**src/hw/rtl/wps_pkg.sv**
```systemverilog
// Shared types and constants for the windowed PID line steering block.
// No dependencies; the RTL uses scoped names, the testbench imports it.
package wps_pkg;

  localparam int WINDOW   = 8;    // ring length, 2..256
  localparam int MAX_TURN = 100;  // steering saturation, 1..1000

  localparam int LEVEL_W = 8;
  localparam int GAIN_W  = 16;
  localparam int STEER_W = 8;
  localparam int ERR_W   = LEVEL_W + 1;
  localparam int DIFF_W  = ERR_W + 1;
  localparam int SUM_W   = $clog2(WINDOW * 255 + 1) + 1;
  localparam int SLOT_W  = $clog2(WINDOW);
  localparam int P_W     = GAIN_W + 1 + ERR_W;
  localparam int I_W     = GAIN_W + 1 + SUM_W;
  localparam int D_W     = GAIN_W + 1 + DIFF_W;
  localparam int ACC_W   = GAIN_W + 1 + SUM_W + 2;
  localparam int CFG_IDX_W = 3;

  typedef enum logic [CFG_IDX_W-1:0] {
    REG_TARGET_LEVEL = 3'd0,
    REG_KP_STRAIGHT  = 3'd1,
    REG_KI_STRAIGHT  = 3'd2,
    REG_KD_STRAIGHT  = 3'd3,
    REG_KP_CURVE     = 3'd4,
    REG_KI_CURVE     = 3'd5,
    REG_KD_CURVE     = 3'd6
  } cfg_reg_t;

  typedef struct packed {
    logic [GAIN_W-1:0] kp;
    logic [GAIN_W-1:0] ki;
    logic [GAIN_W-1:0] kd;
  } gain_set_t;

  // One item leaving the ring stage towards the multipliers
  typedef struct packed {
    logic                     kind;
    logic signed [ERR_W-1:0]  err;
    logic signed [DIFF_W-1:0] diff;
    logic signed [SUM_W-1:0]  sum;
  } ring_item_t;

endpackage

```
**src/hw/rtl/wps_ram.sv**
```systemverilog
// Generic single-write, single-read RAM with a registered read port.
// No dependencies.
module wps_ram #(
  parameter int WIDTH = 8,
  parameter int DEPTH = 8
) (
  input  logic                     clk,
  input  logic                     we,
  input  logic [$clog2(DEPTH)-1:0] waddr,
  input  logic [WIDTH-1:0]         wdata,
  input  logic                     re,
  input  logic [$clog2(DEPTH)-1:0] raddr,
  output logic [WIDTH-1:0]         rdata
);

  logic [WIDTH-1:0] mem [DEPTH];

  always_ff @(posedge clk) begin
    if (we) begin
      mem[waddr] <= wdata;
    end
    // hold the last read data until the next read
    if (re) begin
      rdata <= mem[raddr];
    end
  end

endmodule

```
**src/hw/rtl/wps_ring.sv**
```systemverilog
// Error ring: window memory read-modify-write, running window sum, derivative.
// Depends on wps_pkg and wps_ram.
module wps_ring (
  input  logic                           clk,
  input  logic                           rst,
  input  logic                           in_valid,
  output logic                           in_ready,
  input  logic                           in_kind,
  input  logic signed [wps_pkg::ERR_W-1:0] in_err,
  output logic                           out_valid,
  input  logic                           out_ready,
  output wps_pkg::ring_item_t            out_item
);

  logic                             a_valid;
  logic [wps_pkg::SLOT_W-1:0]       a_slot;
  logic signed [wps_pkg::ERR_W-1:0] a_err;
  logic signed [wps_pkg::DIFF_W-1:0] a_diff;
  logic                             a_kind;

  logic [wps_pkg::SLOT_W-1:0]       write_slot;
  logic [wps_pkg::SLOT_W-1:0]       write_slot_next;
  logic signed [wps_pkg::ERR_W-1:0] previous_error;
  logic [wps_pkg::WINDOW-1:0]       filled;
  logic signed [wps_pkg::SUM_W-1:0] history_sum;
  logic signed [wps_pkg::SUM_W-1:0] history_sum_next;

  logic                             b_valid;
  wps_pkg::ring_item_t              b_item;

  logic [wps_pkg::ERR_W-1:0]        rdata;
  logic signed [wps_pkg::ERR_W-1:0] old_err;
  logic                             accept;
  logic                             b_free;
  logic                             mv_a;

  assign b_free   = !b_valid || out_ready;
  assign mv_a     = a_valid && b_free;
  assign in_ready = !a_valid || b_free;
  assign accept   = in_valid && in_ready;

  assign write_slot_next = (write_slot == wps_pkg::SLOT_W'(wps_pkg::WINDOW - 1)) ?
                           '0 : write_slot + 1'b1;

  // A slot never written counts as zero
  assign old_err = filled[a_slot] ? $signed(rdata) : '0;
  assign history_sum_next = history_sum - wps_pkg::SUM_W'(old_err)
                          + wps_pkg::SUM_W'(a_err);

  wps_ram #(
    .WIDTH (wps_pkg::ERR_W),
    .DEPTH (wps_pkg::WINDOW)
  ) u_ring_ram (
    .clk   (clk),
    .we    (mv_a),
    .waddr (a_slot),
    .wdata (a_err),
    .re    (accept),
    .raddr (write_slot),
    .rdata (rdata)
  );

  always_ff @(posedge clk) begin
    if (rst) begin
      a_valid        <= 1'b0;
      b_valid        <= 1'b0;
      write_slot     <= '0;
      previous_error <= '0;
      filled         <= '0;
      history_sum    <= '0;
    end else begin
      if (accept) begin
        a_valid        <= 1'b1;
        write_slot     <= write_slot_next;
        previous_error <= in_err;
      end else if (mv_a) begin
        a_valid <= 1'b0;
      end
      if (mv_a) begin
        b_valid        <= 1'b1;
        filled[a_slot] <= 1'b1;
        history_sum    <= history_sum_next;
      end else if (out_ready) begin
        b_valid <= 1'b0;
      end
    end
  end

  always_ff @(posedge clk) begin
    if (accept) begin
      a_slot <= write_slot;
      a_err  <= in_err;
      a_diff <= wps_pkg::DIFF_W'(in_err) - wps_pkg::DIFF_W'(previous_error);
      a_kind <= in_kind;
    end
    if (mv_a) begin
      b_item.kind <= a_kind;
      b_item.err  <= a_err;
      b_item.diff <= a_diff;
      b_item.sum  <= history_sum_next;
    end
  end

  assign out_valid = b_valid;
  assign out_item  = b_item;

endmodule

```
**src/hw/rtl/wps_arith.sv**
```systemverilog
// Gain multiply, Q8.8 floor and saturation, with the output register.
// Depends on wps_pkg.
module wps_arith (
  input  logic                          clk,
  input  logic                          rst,
  input  logic                          in_valid,
  output logic                          in_ready,
  input  wps_pkg::ring_item_t           in_item,
  input  wps_pkg::gain_set_t            gains_straight,
  input  wps_pkg::gain_set_t            gains_curve,
  output logic                          out_valid,
  input  logic                          out_ready,
  output logic [wps_pkg::STEER_W-1:0]   out_steer
);

  localparam int TURN_W = wps_pkg::ACC_W - 8;
  localparam logic signed [TURN_W-1:0] MaxPos = TURN_W'(wps_pkg::MAX_TURN);
  localparam logic signed [TURN_W-1:0] MaxNeg = -MaxPos;

  wps_pkg::gain_set_t               g;
  logic                             c_valid;
  logic signed [wps_pkg::P_W-1:0]   c_p;
  logic signed [wps_pkg::I_W-1:0]   c_i;
  logic signed [wps_pkg::D_W-1:0]   c_d;
  logic signed [wps_pkg::ACC_W-1:0] acc;
  logic signed [TURN_W-1:0]         turn;
  logic signed [TURN_W-1:0]         sat;
  logic                             o_valid;
  logic [wps_pkg::STEER_W-1:0]      o_steer;
  logic                             o_free;
  logic                             mv_c;
  logic                             take;

  assign o_free   = !o_valid || out_ready;
  assign mv_c     = c_valid && o_free;
  assign in_ready = !c_valid || o_free;
  assign take     = in_valid && in_ready;

  assign g = in_item.kind ? gains_curve : gains_straight;

  // Floor by 8 bits: arithmetic shift rounds toward minus infinity
  assign acc  = wps_pkg::ACC_W'(c_p) + wps_pkg::ACC_W'(c_i) + wps_pkg::ACC_W'(c_d);
  assign turn = acc[wps_pkg::ACC_W-1:8];

  always_comb begin
    sat = turn;
    if (turn > MaxPos) begin
      sat = MaxPos;
    end else if (turn < MaxNeg) begin
      sat = MaxNeg;
    end
  end

  always_ff @(posedge clk) begin
    if (rst) begin
      c_valid <= 1'b0;
      o_valid <= 1'b0;
    end else begin
      if (take) begin
        c_valid <= 1'b1;
      end else if (mv_c) begin
        c_valid <= 1'b0;
      end
      if (mv_c) begin
        o_valid <= 1'b1;
      end else if (out_ready) begin
        o_valid <= 1'b0;
      end
    end
  end

  always_ff @(posedge clk) begin
    if (take) begin
      c_p <= $signed({1'b0, g.kp}) * $signed(in_item.err);
      c_i <= $signed({1'b0, g.ki}) * $signed(in_item.sum);
      c_d <= $signed({1'b0, g.kd}) * $signed(in_item.diff);
    end
    if (mv_c) begin
      o_steer <= sat[wps_pkg::STEER_W-1:0];
    end
  end

  assign out_valid = o_valid;
  assign out_steer = o_steer;

endmodule

```
**src/hw/rtl/windowed_pid_line_steering.sv**
```systemverilog
// Top level of the windowed PID line steering block: configuration registers,
// error ring and arithmetic pipeline. Depends on wps_pkg, wps_ring, wps_arith.
//
// Usage:
//   Input stream s_axis: one sensor sample per transaction; tdata carries
//   sensor_level, tuser carries line_kind (0 straight, 1 curve).
//   Output stream m_axis: one steering command per input transaction; tdata
//   carries steer as an 8-bit two's complement value within +/- MAX_TURN.
//   Configuration: cfg_we with cfg_index and cfg_data writes one register
//   (0 target_level, 1..3 straight gains, 4..6 curve gains, Q8.8). Unknown
//   indexes are ignored. Write only while no sample is in flight.
//   Path: ring stages A and B, multiplier stage C, then the output register.
//   Throughput: one sample per cycle unless the receiver stalls; the ring
//   memory is read at the input transaction and written back one stage later,
//   and the ring length keeps them on different slots, so no interlock is needed.
//   Reset (rst, synchronous): gains and target return to their defaults, the
//   ring reads as all zero through per-slot fill flags, the window sum,
//   previous error and write slot clear, and the pipeline empties.
//   Receiver stall: every stage holds its result and fills any bubble ahead
//   of it; s_axis_tready drops only once all four stages are occupied.
module windowed_pid_line_steering (
  input  logic                              clk,
  input  logic                              rst,
  // slave stream
  input  logic                              s_axis_tvalid,
  output logic                              s_axis_tready,
  input  logic [7:0]                        s_axis_tdata,   // [7:0] sensor_level
  input  logic [0:0]                        s_axis_tuser,   // [0] line_kind
  // master stream
  output logic                              m_axis_tvalid,
  input  logic                              m_axis_tready,
  output logic [7:0]                        m_axis_tdata,   // [7:0] steer
  // configuration write port
  input  logic                              cfg_we,
  input  logic [wps_pkg::CFG_IDX_W-1:0]     cfg_index,
  input  logic [wps_pkg::GAIN_W-1:0]        cfg_data
);

  logic [wps_pkg::LEVEL_W-1:0]       target_level;
  wps_pkg::gain_set_t                gains_straight;
  wps_pkg::gain_set_t                gains_curve;
  logic signed [wps_pkg::ERR_W-1:0]  in_err;
  logic                              ring_valid;
  logic                              ring_ready;
  wps_pkg::ring_item_t               ring_item;

  // Configuration registers
  always_ff @(posedge clk) begin
    if (rst) begin
      target_level      <= wps_pkg::LEVEL_W'(128);
      gains_straight.kp <= wps_pkg::GAIN_W'(256);
      gains_straight.ki <= '0;
      gains_straight.kd <= '0;
      gains_curve.kp    <= wps_pkg::GAIN_W'(256);
      gains_curve.ki    <= '0;
      gains_curve.kd    <= '0;
    end else if (cfg_we) begin
      case (wps_pkg::cfg_reg_t'(cfg_index))
        wps_pkg::REG_TARGET_LEVEL: target_level      <= cfg_data[wps_pkg::LEVEL_W-1:0];
        wps_pkg::REG_KP_STRAIGHT:  gains_straight.kp <= cfg_data;
        wps_pkg::REG_KI_STRAIGHT:  gains_straight.ki <= cfg_data;
        wps_pkg::REG_KD_STRAIGHT:  gains_straight.kd <= cfg_data;
        wps_pkg::REG_KP_CURVE:     gains_curve.kp    <= cfg_data;
        wps_pkg::REG_KI_CURVE:     gains_curve.ki    <= cfg_data;
        wps_pkg::REG_KD_CURVE:     gains_curve.kd    <= cfg_data;
        default: ;  // drop writes to unknown indexes
      endcase
    end
  end

  // Error is sample minus target, widened by one sign bit
  assign in_err = $signed({1'b0, s_axis_tdata}) - $signed({1'b0, target_level});

  wps_ring u_ring (
    .clk       (clk),
    .rst       (rst),
    .in_valid  (s_axis_tvalid),
    .in_ready  (s_axis_tready),
    .in_kind   (s_axis_tuser[0]),
    .in_err    (in_err),
    .out_valid (ring_valid),
    .out_ready (ring_ready),
    .out_item  (ring_item)
  );

  wps_arith u_arith (
    .clk            (clk),
    .rst            (rst),
    .in_valid       (ring_valid),
    .in_ready       (ring_ready),
    .in_item        (ring_item),
    .gains_straight (gains_straight),
    .gains_curve    (gains_curve),
    .out_valid      (m_axis_tvalid),
    .out_ready      (m_axis_tready),
    .out_steer      (m_axis_tdata)
  );

  // Steering command never leaves the saturation band
  a_steer_range: assert property (@(posedge clk) disable iff (rst)
    m_axis_tvalid |-> (wps_pkg::MAX_TURN > 127) ||
      (($signed(m_axis_tdata) <= wps_pkg::MAX_TURN) &&
       ($signed(m_axis_tdata) >= -wps_pkg::MAX_TURN)))
    else $error("steer outside saturation band");

  // A ring result stalled by the multiplier stage holds its contents
  a_ring_hold: assert property (@(posedge clk) disable iff (rst)
    ring_valid && !ring_ready |=> ring_valid && $stable(ring_item))
    else $error("ring result changed while stalled");

  // Input back-pressure only when the ring stage is occupied
  a_ready_full: assert property (@(posedge clk) disable iff (rst)
    !s_axis_tready |-> ring_valid && !ring_ready)
    else $error("input stalled with room in the pipeline");

  // Pipeline empties on reset
  a_reset_empty: assert property (@(posedge clk)
    $past(rst) |-> !m_axis_tvalid && !ring_valid)
    else $error("pipeline not empty after reset");

endmodule

```
**config.mk**
```make
export PLATFORM = sky130hd
export DESIGN_NAME = windowed_pid_line_steering
export DESIGN_NICKNAME = d
export VERILOG_FILES = /design/src/hw/rtl/wps_pkg.sv /design/src/hw/rtl/wps_ram.sv /design/src/hw/rtl/wps_ring.sv /design/src/hw/rtl/wps_arith.sv /design/src/hw/rtl/windowed_pid_line_steering.sv
export SDC_FILE = /design/constraint.sdc
export NUM_CORES = 2
export LEC_CHECK = 0
export BUFFER_PORTS_ARGS = -buffer_cell sky130_fd_sc_hd__buf_4
export CAP_MARGIN = 20
export CELL_PAD_IN_SITES_DETAIL_PLACEMENT = 1
export CELL_PAD_IN_SITES_GLOBAL_PLACEMENT = 2
export CORE_MARGIN = 2
export CORE_UTILIZATION = 47
export DETAILED_ROUTE_END_ITERATION = 16
export GPL_TIMING_DRIVEN = 0
export MAX_ROUTING_LAYER = met4
export PLACE_DENSITY_LB_ADDON = 0.1
export RECOVER_POWER = 25
export SLEW_MARGIN = 0
export SYNTH_ARGS = -nofsm -noshare
export SYNTH_HDL_FRONTEND = slang
export SYNTH_SLANG_ARGS = --single-unit
```
**constraint.sdc**
```tcl
create_clock -name clk -period 19.5 [get_ports clk]
set_input_delay 3.9 -clock clk [delete_from_list [all_inputs] [get_ports clk]]
set_output_delay 3.9 -clock clk [all_outputs]
set_load 0.005 [all_outputs]
```
==> summary.md <==
| Metric | Value |
|---|---|
| Number of cells on the worst hold path | 0 |
| Core Footprint | 69800 um2 |
| Detailed-route via count | 23.6k |
| PostCTS Resize Cnt | 0 |
| Number of global-route vias before repair | 26.1k |
| Final number of max-transition violations | 20 |
| Fill count | 7758 |
| Reg2Reg Setup Slack | 10860 ps |
| Area of the die | 72400 um2 |
| Insertion delay to the later sink of the worst-skew pair | 590 ps |
| Worst EP required | 15600 ps |
| Drc violations | 0 |
| Net count of the mapped netlist | 4050 |
| Post-Synthesis Cells | 3334 |
| Transition time at the pin with the least slew margin | 3900 ps |
| CP Data Arrival Time | 4790 ps |
| Antenna cell count | 0 |
| Clock sink count | 366 |
| Pin count of the biggest net entering global routing | 33 |
| Clock Power Share | 29.9% |
| Iter 0 DRT Violations | 1080 |
| Total negative slack for setup checks | 0 ps |
| Initial cell density of the core | 47.3% |
| Total Power Consumption | 2.75 mW |
| Most used flip-flop cell after synthesis | sky130_fd_sc_hd__edfxtp_1 |
| Share of total power in sequential cells | 34.7% |
| Post-route worst hold slack | 424 ps |
| Switching share of power | 35.9% |
| Slew margin rel. | -162% |
| Power Density | 76.1 nW/um2 |
| Die width | 269 um |
| Ordered cell list for the critical path | clkbuf_4 -> nor2b_1 -> nand4_1 -> buf_4 |
| Endpoint of the worst setup timing path | s_axis_tready |
| Number of buffers inserted during clock tree synthesis | 42 |
| Average detailed-routed wire length per instance | 21.2 um |
| Via density per instance | 5.35 |
| Critical Path Source | m_axis_tready |
| Post-route antenna net violation count | 0 |
| Synthesized flop and latch total | 366 |
| Final wirelength | 93.1 mm |
| # Max-Cap Violations | 1 |
| Post-detail-place hpwl | 75.3 mm |
| Number of buffers between clock root and the deepest sink | 3 |
| Share of flip-flops with an asynchronous set or reset | 0% |
| Classification of the worst-slack hold path | reg2reg |
| Final weighted congestion in routability-driven placement | 0.901 |
| Worst Path Class, Setup | in2out |
| Sequential area share after synthesis | 29.1% |
| Warning count from the yosys run | 0 |
| Post-route clock period utilization | 44.6% |
| GR Util All Layers | 27.4% |
| Worst setup EP type | primary output |
| Clock skew | 36.0 ps |
| Launch point of the worst reg-to-reg path | u_ring.out_item[31]$_DFFE_PP_ |
| Int Pwr | 1.76 mW |
| Number of hold violations in the final report | 0 |
| Global-route wire length before repair | 147 mm |
| Number of nets in the layout | 4143 |
| Count of boundary I/O pins | 43 |
| TritonCTS clock tree | yes |
| Number of antenna violations at the first check in global routing | 3 |
| Synthesized area per cell | 9.90 um2 |
| FMAX | 115 MHz |
| Reported net switching power | 0.986 mW |
| First-pass iteration count of the detailed router | 5 |
| Minimum clock period after layout | 8690 ps |
| Number of enable flip-flop cells after synthesis | 226 |
| Result of the run | complete, but fails checks |
| Slowest-stage cell, CP | sky130_fd_sc_hd__nor2b_1 |
| Clock Pin Slew Worst Setup and Hold Paths | 50 ps |
| Port Buffers | 39 |
| End of the worst register-to-register path | u_arith.c_p[25]$_DFFE_PP_ |
| Final global-route overflow total | 0 |
| Row count | 97 |
| Die height | 269 um |
| Layout cells sized above 1 | 6.99% |
| Unrepaired setup endpoints after global routing | false |
| Worst Reg-to-Reg Cells | 24 |
| Final setup vio count | 0 |
| Static leakage power | 15.9 nW |
| Worst vdd rail ir drop | 0.0000677 V |
| Largest stage delay on the critical path | 360 ps |
| Peak fanout along the critical path | 6 |
| Number of buffers added for setup after CTS | 0 |
| Buffer cell driving the clock tree root | sky130_fd_sc_hd__clkbuf_16 |
| Synthesis-to-layout area growth | 9.30% |
| CP startpoint kind | primary input |
| CTS hold repair buffers | 0 |
| Number of distinct library cells after synthesis | 90 |
| Portion of total power attributed to combinational logic | 35.5% |
| Number of levels in the clock H-tree | 2 |
| Syn Std Cell Area | 33000 um2 |
| Failing checks | capacitance limit, slew limit |
==> metrics by stage <==
stage | cells | instance area, um2 | worst slack, ps | utilization [%]
after floorplan | 3334 | 33000 | 8910 | -
after global placement | 4313 | 34500 | 6400 | 49.4
after detailed placement | 4322 | 34700 | 10670 | 49.7
after CTS | 4400 | 36100 | 10650 | 51.7
after global routing | 4401 | 36100 | 10440 | 51.7
final | 4401 | 36100 | 10810 | 51.7
==> sequential cells by signal, indices dropped and copies added (netlist names), 3 cells and up <==
register / cells
u_ring.u_ring_ram.mem: 72
gains_curve: 48
gains_straight: 48
u_ring.out_item: 32
u_arith.c_i: 29
u_arith.c_d: 27
u_arith.c_p: 26
u_ring.history_sum: 12
u_ring.a_diff: 10
u_ring.a_err: 9
u_ring.previous_error: 9
u_ring.u_ring_ram.rdata: 9
target_level: 8
u_arith.out_steer: 8
u_ring.filled: 8
u_ring.a_slot: 3
u_ring.write_slot: 3
==> area by class of cell <==
cell class | count | area (um2) | area share [%]
clock inverters | 28 | 317 | 0.877
inverters | 530 | 1990 | 5.51
well taps | 940 | 1180 | 3.26
repair buffers | 49 | 433 | 1.20
clock buffers | 50 | 1130 | 3.14
plain buffers | 103 | 435 | 1.21
flip-flops and latches | 366 | 9590 | 26.6
multi-input cells | 2335 | 21000 | 58.2
==> cells in the mapped netlist (all sizes together), types with 22 or more instances <==
master | number | area, um2
inv | 530 | 1990
mux2 | 52 | 589
a21oi | 205 | 1030
xor2 | 29 | 254
nor2 | 120 | 450
dfxtp | 140 | 2800
edfxtp | 226 | 6790
o21ai | 52 | 260
nor3 | 34 | 170
ha | 291 | 3640
nand3 | 28 | 140
nand2 | 548 | 2060
xnor2 | 69 | 604
a21o | 29 | 221
and2 | 162 | 1010
fa | 392 | 7850
clkbuf | 95 | 377
nor2b | 64 | 400
nand2b | 22 | 138
==> layer usage <==
metal  GRT usage, %  share of wire, %
met4           5.63               2.0
met3           2.74               3.3
met1           35.2                45
met2           47.1                50
met5              -                 0
==> critical path, delay by kind of cell <==
kind,cells,cell delay (ps)
and+or+nand+nor,2,590
buffers and inverters,2,300
==> cells by family (layout without fill, tap and decap cells) <==
kind of cell / count (synthesis) / count (layout) / synth area share, %
muxes: 80 / 80 / 3.32
and+or+nand+nor: 1065 / 1065 / 15.1
xor gates and xnor gates: 98 / 98 / 2.60
adders and majority gates: 683 / 683 / 34.8
DFF: 366 / 366 / 29.1
buffers and inverters: 633 / 760 / 7.34
AOI/OAI and AO/OA: 409 / 409 / 7.76
==> how the worst min path moves through the flow <==
stage	startpoint	slack [ps]	endpoint
6_report	u_ring.a_diff[0]$_DFFE_PP_	420	u_ring.out_item[12]$_DFFE_PP_
5_1_grt	u_ring.a_diff[0]$_DFFE_PP_	440	u_ring.out_item[12]$_DFFE_PP_
4_1_cts	u_ring.a_diff[0]$_DFFE_PP_	430	u_ring.out_item[12]$_DFFE_PP_
3_5_place_dp	u_ring.a_diff[2]$_DFFE_PP_	410	u_ring.out_item[14]$_DFFE_PP_
3_3_place_gp	u_ring.a_diff[2]$_DFFE_PP_	410	u_ring.out_item[14]$_DFFE_PP_
2_1_floorplan	u_ring.a_diff[0]$_DFFE_PP_	400	u_ring.out_item[12]$_DFFE_PP_
==> layout by cell type, fill, tap and decap left out, drive strengths merged, types with 34 or more instances in the layout <==
cell type	instances
nand2	548
inv	531
fa	392
ha	291
edfxtp	226
a21oi	205
and2	162
clkbuf	150
dfxtp	140
nor2	120
xnor2	69
nor2b	64
o21ai	52
mux2	52
buf	52
nor3	34
==> power by group through the flow <==
| stage | Clock [mW] | Sequential, mW | Combinational [mW] |
|---|---|---|---|
| after global placement | 0 | 0.968 | 0.946 |
| after global routing | 0.867 | 0.956 | 1.10 |
| after floorplan | 0 | 0.939 | 0.703 |
| after detailed placement | 0 | 0.969 | 0.977 |
| final | 0.820 | 0.952 | 0.974 |
| after CTS | 0.839 | 0.953 | 0.986 |
No activity file was read; power rests on OpenSTA's default activity.
